**config.mk**
```make
export PLATFORM = sky130hd
export DESIGN_NAME = button_gesture_digit_counter
export DESIGN_NICKNAME = d
export VERILOG_FILES = /design/src/hdl/bgdc_pkg.sv /design/src/hdl/button_gesture_digit_counter.sv /design/src/hdl/bgdc_cfg.sv /design/src/hdl/bgdc_step.sv
export SDC_FILE = /design/constraint.sdc
export NUM_CORES = 1
export LEC_CHECK = 0
export BUFFER_PORTS_ARGS = -buffer_cell sky130_fd_sc_hd__buf_2
export CAP_MARGIN = 0
export CORE_MARGIN = 3
export CORE_UTILIZATION = 40
export CTS_BUF_LIST = sky130_fd_sc_hd__clkbuf_4 sky130_fd_sc_hd__clkbuf_8 sky130_fd_sc_hd__clkbuf_16
export DETAILED_ROUTE_END_ITERATION = 10
export MAX_ROUTING_LAYER = met4
export PLACE_DENSITY = 0.74
export SLEW_MARGIN = 20
export SYNTH_ARGS = -nofsm -noshare
export SYNTH_HDL_FRONTEND = slang
export SYNTH_SLANG_ARGS = --single-unit
```
**constraint.sdc**
```tcl
create_clock -name clk -period 3.78 [get_ports clk]
set_input_delay 0.567 -clock clk [delete_from_list [all_inputs] [get_ports clk]]
set_output_delay 0.567 -clock clk [all_outputs]
set_load 0.01 [all_outputs]
```
**src/hdl/bgdc_pkg.sv**
```systemverilog
// Shared types, codes and the seven-segment table for the button gesture digit counter.
// No dependencies; every other file in hdl/ imports this package.
package bgdc_pkg;

  localparam int CFG_ADDR_W = 4;
  localparam int CFG_DATA_W = 32;
  localparam int TICK_W     = 8;
  localparam int DIGIT_W    = 4;
  localparam int SEG_W      = 7;

  // register indexes (paddr[3:2])
  localparam logic [1:0] REG_LONG_HOLD  = 2'd0;
  localparam logic [1:0] REG_DOUBLE_GAP = 2'd1;
  localparam logic [1:0] REG_REPEAT     = 2'd2;

  localparam logic [TICK_W-1:0]  LONG_HOLD_RST  = 8'd31;
  localparam logic [TICK_W-1:0]  DOUBLE_GAP_RST = 8'd14;
  localparam logic [TICK_W-1:0]  REPEAT_RST     = 8'd20;
  localparam logic [DIGIT_W-1:0] DIGIT_MAX      = 4'd9;

  typedef enum logic [2:0] {
    PH_IDLE    = 3'd0,
    PH_HOLD    = 3'd1,
    PH_GAP     = 3'd2,
    PH_CONFIRM = 3'd3,
    PH_LOCK    = 3'd4,
    PH_REPEAT  = 3'd5
  } phase_t;

  typedef enum logic [1:0] {
    EV_NONE = 2'd0,
    EV_INC  = 2'd1,
    EV_DEC  = 2'd2
  } event_t;

  typedef struct packed {
    logic [TICK_W-1:0] long_hold_ticks;
    logic [TICK_W-1:0] double_gap_ticks;
    logic [TICK_W-1:0] repeat_ticks;
  } cfg_t;

  function automatic logic [DIGIT_W-1:0] digit_up(input logic [DIGIT_W-1:0] d);
    digit_up = (d >= DIGIT_MAX) ? '0 : DIGIT_W'(d + 1'b1);
  endfunction

  function automatic logic [DIGIT_W-1:0] digit_down(input logic [DIGIT_W-1:0] d);
    digit_down = (d == '0 || d > DIGIT_MAX) ? DIGIT_MAX : DIGIT_W'(d - 1'b1);
  endfunction

  // common cathode, bit0 = a .. bit6 = g; blank for codes above nine
  function automatic logic [SEG_W-1:0] seg_code(input logic [DIGIT_W-1:0] d);
    logic [SEG_W-1:0] s;
    unique case (d)
      4'd0:    s = 7'h3F;
      4'd1:    s = 7'h06;
      4'd2:    s = 7'h5B;
      4'd3:    s = 7'h4F;
      4'd4:    s = 7'h66;
      4'd5:    s = 7'h6D;
      4'd6:    s = 7'h7D;
      4'd7:    s = 7'h07;
      4'd8:    s = 7'h7F;
      4'd9:    s = 7'h6F;
      default: s = '0;
    endcase
    seg_code = s;
  endfunction

endpackage

```
**src/hdl/button_gesture_digit_counter.sv**
```systemverilog
// Top level of the button gesture digit counter: stream ports, input register,
// result register and the APB register file. Depends on bgdc_pkg, bgdc_cfg, bgdc_step.
//
//  channel   | dir | transaction          | payload
//  ----------+-----+----------------------+------------------------------------
//  s_axis    | in  | one button sample    | tdata[0] button_level (0 = pressed)
//  m_axis    | out | one result per tick  | tdata digit, segments, event
//  apb       | in  | register read/write  | 3 x 8-bit limits at 0x0, 0x4, 0x8
//
// Two register stages: a sample is taken into the input register; when it
// moves on, the state machine steps and the result register loads, so m_tvalid
// rises as the sample enters the result register. One sample per cycle is
// sustained while m_tready stays high. A stall on m_axis holds the result
// register; an empty input register still takes one more sample, and once it
// holds one and the result register is full, s_tready follows m_tready in the
// same cycle. Reset is synchronous: phase idle, counter and digit zero, limits
// at 31, 14 and 20 ticks, both stages empty.
module button_gesture_digit_counter
  import bgdc_pkg::*;
(
  input  logic                  clk,
  input  logic                  rst,
  // stream in
  input  logic                  s_tvalid,
  output logic                  s_tready,
  input  logic [7:0]            s_tdata,   // [0] button_level, [7:1] zero
  // stream out
  output logic                  m_tvalid,
  input  logic                  m_tready,
  output logic [15:0]           m_tdata,   // [3:0] digit_value, [10:4] segment_bits,
                                           // [12:11] event_kind, [15:13] zero
  // APB
  input  logic                  psel,
  input  logic                  penable,
  input  logic                  pwrite,
  input  logic [CFG_ADDR_W-1:0] paddr,
  input  logic [CFG_DATA_W-1:0] pwdata,
  output logic [CFG_DATA_W-1:0] prdata,
  output logic                  pready
);

  cfg_t               cfg;
  logic               in_valid;
  logic               in_level;
  logic               advance;     // result register may load this cycle
  logic               step_en;
  logic [DIGIT_W-1:0] digit_next;
  event_t             event_next;
  logic [DIGIT_W-1:0] out_digit;
  logic [SEG_W-1:0]   out_seg;
  event_t             out_event;

  bgdc_cfg u_cfg (
    .clk     (clk),
    .rst     (rst),
    .psel    (psel),
    .penable (penable),
    .pwrite  (pwrite),
    .paddr   (paddr),
    .pwdata  (pwdata),
    .prdata  (prdata),
    .pready  (pready),
    .cfg     (cfg)
  );

  assign advance  = !m_tvalid || m_tready;
  assign step_en  = in_valid && advance;
  assign s_tready = !in_valid || advance;

  // input register
  always_ff @(posedge clk) begin
    if (rst) begin
      in_valid <= 1'b0;
    end else if (s_tready) begin
      in_valid <= s_tvalid;
    end
  end

  always_ff @(posedge clk) begin
    if (s_tvalid && s_tready) begin
      in_level <= s_tdata[0];
    end
  end

  bgdc_step u_step (
    .clk        (clk),
    .rst        (rst),
    .cfg        (cfg),
    .step_en    (step_en),
    .pressed    (!in_level),
    .digit_next (digit_next),
    .event_next (event_next)
  );

  // result register
  always_ff @(posedge clk) begin
    if (rst) begin
      m_tvalid <= 1'b0;
    end else if (advance) begin
      m_tvalid <= in_valid;
    end
  end

  always_ff @(posedge clk) begin
    if (step_en) begin
      out_digit <= digit_next;
      out_seg   <= seg_code(digit_next);
      out_event <= event_next;
    end
  end

  assign m_tdata = {3'b000, out_event, out_seg, out_digit};

endmodule

```
**src/hdl/bgdc_cfg.sv**
```systemverilog
// APB register file: long hold, double gap and repeat tick limits.
// Depends on bgdc_pkg.
module bgdc_cfg
  import bgdc_pkg::*;
(
  input  logic                  clk,
  input  logic                  rst,
  input  logic                  psel,
  input  logic                  penable,
  input  logic                  pwrite,
  input  logic [CFG_ADDR_W-1:0] paddr,
  input  logic [CFG_DATA_W-1:0] pwdata,
  output logic [CFG_DATA_W-1:0] prdata,
  output logic                  pready,
  output cfg_t                  cfg
);

  logic       wr;
  logic [1:0] idx;

  assign pready = 1'b1;
  assign idx    = paddr[3:2];
  assign wr     = psel && penable && pwrite && pready;

  always_ff @(posedge clk) begin
    if (rst) begin
      cfg.long_hold_ticks  <= LONG_HOLD_RST;
      cfg.double_gap_ticks <= DOUBLE_GAP_RST;
      cfg.repeat_ticks     <= REPEAT_RST;
    end else if (wr) begin
      unique case (idx)
        REG_LONG_HOLD:  cfg.long_hold_ticks  <= pwdata[TICK_W-1:0];
        REG_DOUBLE_GAP: cfg.double_gap_ticks <= pwdata[TICK_W-1:0];
        REG_REPEAT:     cfg.repeat_ticks     <= pwdata[TICK_W-1:0];
        default: ;
      endcase
    end
  end

  always_comb begin
    unique case (idx)
      REG_LONG_HOLD:  prdata = CFG_DATA_W'(cfg.long_hold_ticks);
      REG_DOUBLE_GAP: prdata = CFG_DATA_W'(cfg.double_gap_ticks);
      REG_REPEAT:     prdata = CFG_DATA_W'(cfg.repeat_ticks);
      default:        prdata = '0;
    endcase
  end

endmodule

```
**src/hdl/bgdc_step.sv**
```systemverilog
// Gesture state machine: phase, tick counter and digit, one step per sample.
// Depends on bgdc_pkg.
module bgdc_step
  import bgdc_pkg::*;
(
  input  logic               clk,
  input  logic               rst,
  input  cfg_t               cfg,
  input  logic               step_en,
  input  logic               pressed,
  output logic [DIGIT_W-1:0] digit_next,
  output event_t             event_next
);

  phase_t              phase, phase_next;
  logic [TICK_W-1:0]   tick_count, tick_count_next;
  logic [DIGIT_W-1:0]  digit;
  logic [TICK_W-1:0]   cnt_inc;
  logic [TICK_W:0]     cnt_plus1;
  logic [TICK_W:0]     lock_plus1;
  logic                hold_long, gap_end, repeat_hit, lock_end, no_lock;

  assign cnt_inc    = TICK_W'(tick_count + 1'b1);
  assign cnt_plus1  = {1'b0, tick_count} + 1'b1;
  assign lock_plus1 = {1'b0, cnt_inc} + 1'b1;
  assign hold_long  = tick_count >= cfg.long_hold_ticks;
  assign gap_end    = tick_count >= cfg.double_gap_ticks;
  assign repeat_hit = cnt_plus1 >= {1'b0, cfg.repeat_ticks};
  assign lock_end   = lock_plus1 >= {1'b0, cfg.repeat_ticks};
  assign no_lock    = cfg.repeat_ticks < TICK_W'(2);

  // next phase
  always_comb begin
    phase_next = phase;
    unique case (phase)
      PH_HOLD: begin
        if (!pressed)       phase_next = PH_GAP;
        else if (hold_long) phase_next = PH_REPEAT;
      end
      PH_GAP: begin
        if (gap_end)      phase_next = pressed ? PH_HOLD : PH_IDLE;
        else if (pressed) phase_next = PH_CONFIRM;
      end
      PH_CONFIRM: begin
        if (pressed) phase_next = no_lock ? PH_IDLE : PH_LOCK;
        else         phase_next = PH_IDLE;
      end
      PH_LOCK: begin
        if (lock_end) phase_next = PH_IDLE;
      end
      PH_REPEAT: begin
        if (!pressed) phase_next = PH_IDLE;
      end
      default: phase_next = pressed ? PH_HOLD : PH_IDLE;
    endcase
  end

  // counter, digit and event
  always_comb begin
    tick_count_next = tick_count;
    digit_next      = digit;
    event_next      = EV_NONE;
    unique case (phase)
      PH_HOLD: begin
        if (!pressed) begin
          tick_count_next = '0;
        end else if (hold_long) begin
          digit_next      = digit_up(digit);
          event_next      = EV_INC;
          tick_count_next = '0;
        end else begin
          tick_count_next = cnt_inc;
        end
      end
      PH_GAP: begin
        if (gap_end) begin
          digit_next      = digit_up(digit);
          event_next      = EV_INC;
          tick_count_next = '0;
        end else if (pressed) begin
          tick_count_next = '0;
        end else begin
          tick_count_next = cnt_inc;
        end
      end
      PH_CONFIRM: begin
        tick_count_next = '0;
        if (pressed) begin
          digit_next = digit_down(digit);
          event_next = EV_DEC;
        end
      end
      PH_LOCK: begin
        tick_count_next = lock_end ? '0 : cnt_inc;
      end
      PH_REPEAT: begin
        if (!pressed) begin
          tick_count_next = '0;
        end else if (repeat_hit) begin
          digit_next      = digit_up(digit);
          event_next      = EV_INC;
          tick_count_next = '0;
        end else begin
          tick_count_next = cnt_inc;
        end
      end
      default: tick_count_next = '0;
    endcase
  end

  always_ff @(posedge clk) begin
    if (rst) begin
      phase      <= PH_IDLE;
      tick_count <= '0;
      digit      <= '0;
    end else if (step_en) begin
      phase      <= phase_next;
      tick_count <= tick_count_next;
      digit      <= digit_next;
    end
  end

endmodule
```
After elaboration in Yosys (flattened, before gate mapping). Memory sizes are Yosys's and may differ from the RTL's. A register that Yosys moved wholly into a read port is not among the register bits. Index checks and enable logic that the tools add are counted.

Add/subtract/negate cells: 5. $lt $le $gt $ge: 7. Equal/unequal tests: 11. Mux-type cells: 35. Reductions and logical operators: 15.

Operators by type and width (number): $mux W8 (7); $mux W4 (8); $pmux W8 S4 (1); $mux W3 (8); $pmux W8 S3 (1); $add A8 B1 Y9 const B (2); $ge A9 B8 Y1 (2); $ge A8 B8 Y1 (2); $pmux W4 S4 (1); $pmux W3 S5 (1); $add A8 B1 Y8 const B (1); $lt A8 B2 Y1 const B (1); $pmux W2 S4 (1); $eq A3 B2 Y1 const B (2); $eq A3 B3 Y1 const B (2); $mux W2 (3); $ne A3 B2 Y1 const B (2); $reduce_and A2 Y1 (3); $reduce_and A5 Y1 (1); $add A4 B1 Y4 const B (1); $ge A4 B4 Y1 const B (1); $gt A4 B4 Y1 const B (1); $logic_and A1 B1 Y1 (4); $logic_not A4 Y1 (1); other kinds (10) (16).

Register bits after elaboration: 48. Bits in read-only memories: 112. Bits of input ports: 51. Output and inout port bits: 51. Word-level logic and storage cells: 85. Memories: 1.

Memories: (name not given) (depth 16, bits a word 7, rd ports 1, clocked after Yosys merged registers in 1, write ports 0, line bgdc_pkg.sv:53) `unique case (d)`.

Longest topological paths before layout.
Depth after elaboration: 5. Gate-level depth with buffers: 18. Mapped depth without buffers: 16.

Modules after synthesis. From an unflattened synthesis, not the netlist that was laid out.

Cells, all modules: 525. Area, all modules: 4480.5 um2.

Modules (own cells, without submodules): bgdc_step (times used 1, cells an instance 318, area each 2383.5 um2, seq. area each 300.3 um2); bgdc_cfg (times used 1, cells an instance 152, area each 1366.3 um2, seq. area each 480.5 um2); button_gesture_digit_counter (times used 1, cells an instance 55, area each 730.7 um2, seq. area each 460.4 um2).

Worst setup path before layout. OpenSTA, ideal clock, no wires.

Path kind: reg-to-reg. Start point: register u_step.tick_count[3]. End point: register out_seg[6] (data pin). Setup time: 0.144 ns. Arrival time: 3.425 ns. Required time: 3.636 ns. Path slack: 0.210 ns. Cell stages (with the launch flop): 18. Buffers on the path: 2. Clock period less this slack: 3.570 ns. Cell sequence: dfxtp_1 > buf_4 > and3_4 > and3_1 > nor2b_1 > or2_0 > buf_2 > ha_1 > a21oi_1 > o21ai_0 > a221oi_1 > or2_1 > a21oi_2 > a221oi_4 > inv_1 > ha_1 > mux2_2 > o21ai_1.

Cells in the longest elaborated chain, start to end: 5. Elaborated cells between the ends (all ways): 10. Those cells by class: 1 x add/sub; 3 x order compare; 6 x mux.

Ends and longest elaborated chain: from (decl) (line bgdc_step.sv:16) `logic [TICK_W-1:0] tick_count, tick_count_next;`; from (signal assigned) (line bgdc_step.sv:118) `tick_count <= tick_count_next;`; $add A8 B1 Y9 (line bgdc_step.sv:24) `assign cnt_plus1 = {1'b0, tick_count} + 1'b1;`; $ge A9 B8 Y1 (line bgdc_step.sv:28) `assign repeat_hit = cnt_plus1 >= {1'b0, cfg.repeat_ticks};`; $mux W4 (line bgdc_step.sv:99) `end else if (repeat_hit) begin`; $mux W4 (line bgdc_step.sv:97) `if (!pressed) begin`; $pmux W4 S4 (*) (line bgdc_step.sv:63) `unique case (phase)`; via digit_next[1] (line button_gesture_digit_counter.sv:47) `logic [DIGIT_W-1:0] digit_next;`; to (decl) (line button_gesture_digit_counter.sv:50) `logic [SEG_W-1:0] out_seg;`.

The timed path passes the listed nets; every way through them passes the cells marked *. A chain may end at the register's enable or synchronous reset.

Worst setup path after layout.
Start point: register u_step.tick_count[1]. End point: register out_seg[6] (data pin).

Same word-level chain as after synthesis.

==> impl_results.md <==
* Die area at 11,600 um2
* P&R area growth vs syn at 11.0%
* I/O Pins at between 100 and 150
* First-pass GRT wire length at 15,600 um
* HPWL after DPL at slightly above 7000 um
* Area contributors post-synth: dfxtp_1 20%, ha_1 13%, edfxtp_1 10%, mux2i_1 5.6%, buf_4 5.4%
* Achievable frequency at 284 MHz
* Power Density at 243 nW/um2
* Post-Syn Area at 4130 um2
* VDD IR-drop max at 0.138 mV
* Top cell type's share of synthesized area at 19.9%
* Period utilisation layout at 93.1%
* Nets@finish at around 620
* Max-Cap Viols at 0
* Die X at roughly 110 um
* Slew Viols, Final at 0
* DR pass1 iterations at 4
* DR iter-0 viols at about 240
* Vias/cell at 5.28
* Setup_tns at 0 ns
* Commonest non-fill, non-tap cell in the layout: nor2_1
* Worst setup SP type: flop
* Distinct cell type count after synthesis at 64
* Root buffer cell: clkbuf_8
* Reg power frac at 56.2%
* Fin crit period at 3.52 ns
* Placed Instances at 652
* Vias post-DR at 3,508
* Clk slew on worst S/H paths at ~0.11 ns
* Run status: finished clean
* Initial antenna violation count at 0
* Static leakage at 2.07 nW
* Worst Max-Slew Pin Slew at 0.774 ns
* Post-synth ARST share at 0%
* Largest net degree at the start of global routing at 42
* Number of I/O port buffers at 40
* CP arrival at 3.70 ns
* Die Y at around 110 um
* Drt drc at 0
* Total power at between 1 and 1.5 mW
* Max Clock Skew at 0.0179 ns
* Final hold vios at 0
* Seq/Total Area, Yosys at 30.0%
* Syn. warnings at 0
* # rows at 36
* Hold_ws at 0.448 ns
* FF+latch count, synth at 55
* Net Sw Frac at 26.5%
* N_diodes at 0
* TritonCTS clock tree: yes
* Routed wire length at ~9400 um
* H-tree levels at 2
* Most frequent cells in the layout: 43 x nor2_1, 41 x ha_1, 41 x dfxtp_1, 40 x buf_2, 37 x nand2_1
* Critical path start-end classification: flop to flop
* Initial Utilization at 41.7%
* Core area at 9910 um2
* Vias in the first global route at approximately 3,300
* Placer Congestion at 0.924
* # setup viols final at 0
* Longest Clk Path Bufs at 2
* Total global routing overflow at 0
* Internal power at 0.821 mW
* CTS Buf Count at 5
* Clock sink count at 55
* Non-filler cells, final at 664
* DRT antenna net count at 0
* Post-synth EDFFs at 14
* CP endpoint kind: flop
* Layout cell share with drive strength beyond 1 at 16.2%
* Worst rel slew slack at 48.4%
* Worst EP required at 3.96 ns
* GRT Util Overall at 17.0%
* Post-Syn Instances at 487
* Critical-path maximum fanout at 5
* P_sw at 0.296 mW
* Syn Area/Cell at 8.49 um2
* Synth area leader: dfxtp_1
* Top FF cell, synth: dfxtp_1
* DR WL/cell at 14.2 um
* Clock power frac at 32.0%
* Comb power frac at 11.8%
* Clock Latency Late Sink at 0.32 ns
* Hold Crit Class: primary input to flop
metrics by stage:
step | worst slack (ns) | cell area, um2 | utilization (%)
after global routing | -0.0222 | 4590 | 46.3
after detailed placement | 0.0313 | 4420 | 44.6
after global placement | 0.133 | 4420 | 44.6
after CTS | 0.0276 | 4520 | 45.6
after floorplan | 0.210 | 4230 | -
final | 0.260 | 4590 | 46.3
state kept, by name (all words and copies together) (netlist names):
| name | count |
|---|---|
| u_cfg.cfg | 24 |
| u_step.tick_count | 8 |
| out_seg | 7 |
| out_digit | 4 |
| u_step.digit | 4 |
| u_step.phase | 3 |
| out_event | 2 |
| in_level | 1 |
| in_valid | 1 |
| m_tvalid | 1 |
power groups by stage:
stage | clock [mW] | combinational (mW) | sequential, mW
4_1_cts | 0.370 | 0.131 | 0.628
3_5_place_dp | 0 | 0.131 | 0.641
6_report | 0.357 | 0.132 | 0.628
2_1_floorplan | 0 | 0.112 | 0.639
5_1_grt | 0.387 | 0.148 | 0.630
3_3_place_gp | 0 | 0.128 | 0.641
synthesized netlist by cell type (6+ instances only):
| library cell | count |
|---|---|
| nor2_1 | 43 |
| o21ai_0 | 27 |
| xnor2_1 | 6 |
| clkbuf_1 | 15 |
| o21a_1 | 7 |
| nand3_1 | 8 |
| edfxtp_1 | 14 |
| and3_1 | 7 |
| a21oi_1 | 24 |
| a211o_1 | 11 |
| buf_4 | 30 |
| nand2_1 | 37 |
| ha_1 | 43 |
| nor2b_1 | 12 |
| mux2i_1 | 23 |
| dfxtp_1 | 41 |
| nand2b_1 | 6 |
| nand4_1 | 8 |
| inv_1 | 35 |
routing by layer:
metal | track usage, % | vias up | part of all wire (%)
met5 | - | - | 0
met4 | 5.14 | 0 | 2.5
met3 | 2.34 | 22 | 5.4
met2 | 28.4 | 105 | 49
met1 | 21.5 | 1639 | 43
li1 | - | 1742 | -
critical path, stage by stage (launching register included):
cell	delay, ns
dfxtp_1	0.35
ha_4	0.19
and3_1	0.17
nor2b_1	0.13
or2_1	0.25
ha_1	0.31
a21oi_1	0.13
o21ai_1	0.09
a221oi_2	0.38
or2_1	0.19
a21oi_2	0.10
o32a_1	0.36
buf_4	0.15
ha_1	0.20
mux2_2	0.26
o21ai_1	0.12
logic make-up after synthesis:
| group | count (synthesis) | share of synthesized area (%) |
|---|---|---|
| other cells | 2 | 0.182 |
| compound gates | 111 | 18.5 |
| mux | 25 | 6.11 |
| xor+xnor | 12 | 2.72 |
| fa+ha+maj | 43 | 13.0 |
| flops | 55 | 30.0 |
| buf+inv | 87 | 10.7 |
| simple gates | 152 | 18.7 |
path summary, 6_finish.rpt:
kind,end,slack (ns),cells past startpoint,startpoint
worst min-delay path,in_level,0.45,1,s_tdata[0]
worst max-delay path,out_seg[6],0.26,15,u_step.tick_count[1]
worst max register to register,out_seg[6],0.26,15,u_step.tick_count[1]
worst min register to register,u_cfg.cfg[10],0.51,1,u_cfg.cfg[10]
what timing repair did:
| action | CTS | global route |
|---|---|---|
| setup endpoints to repair | 0 | 7 |
| setup buffers | 0 | 4 |
| hold buffers | 0 | 0 |
| resized for setup | 0 | 10 |
area by class of cell:
| type | count | area (um2) |
|---|---|---|
| Fill cell | 978 | 5320 |
| Multi-Input combinational cell | 371 | 2590 |
| Sequential cell | 55 | 1240 |
| Timing Repair Buffer | 61 | 358 |
| Tap cell | 133 | 166 |
| Inverter | 36 | 135 |
| Clock buffer | 7 | 90.1 |
| Clock inverter | 1 | 8.76 |
(Power assumes the default switching activity.)
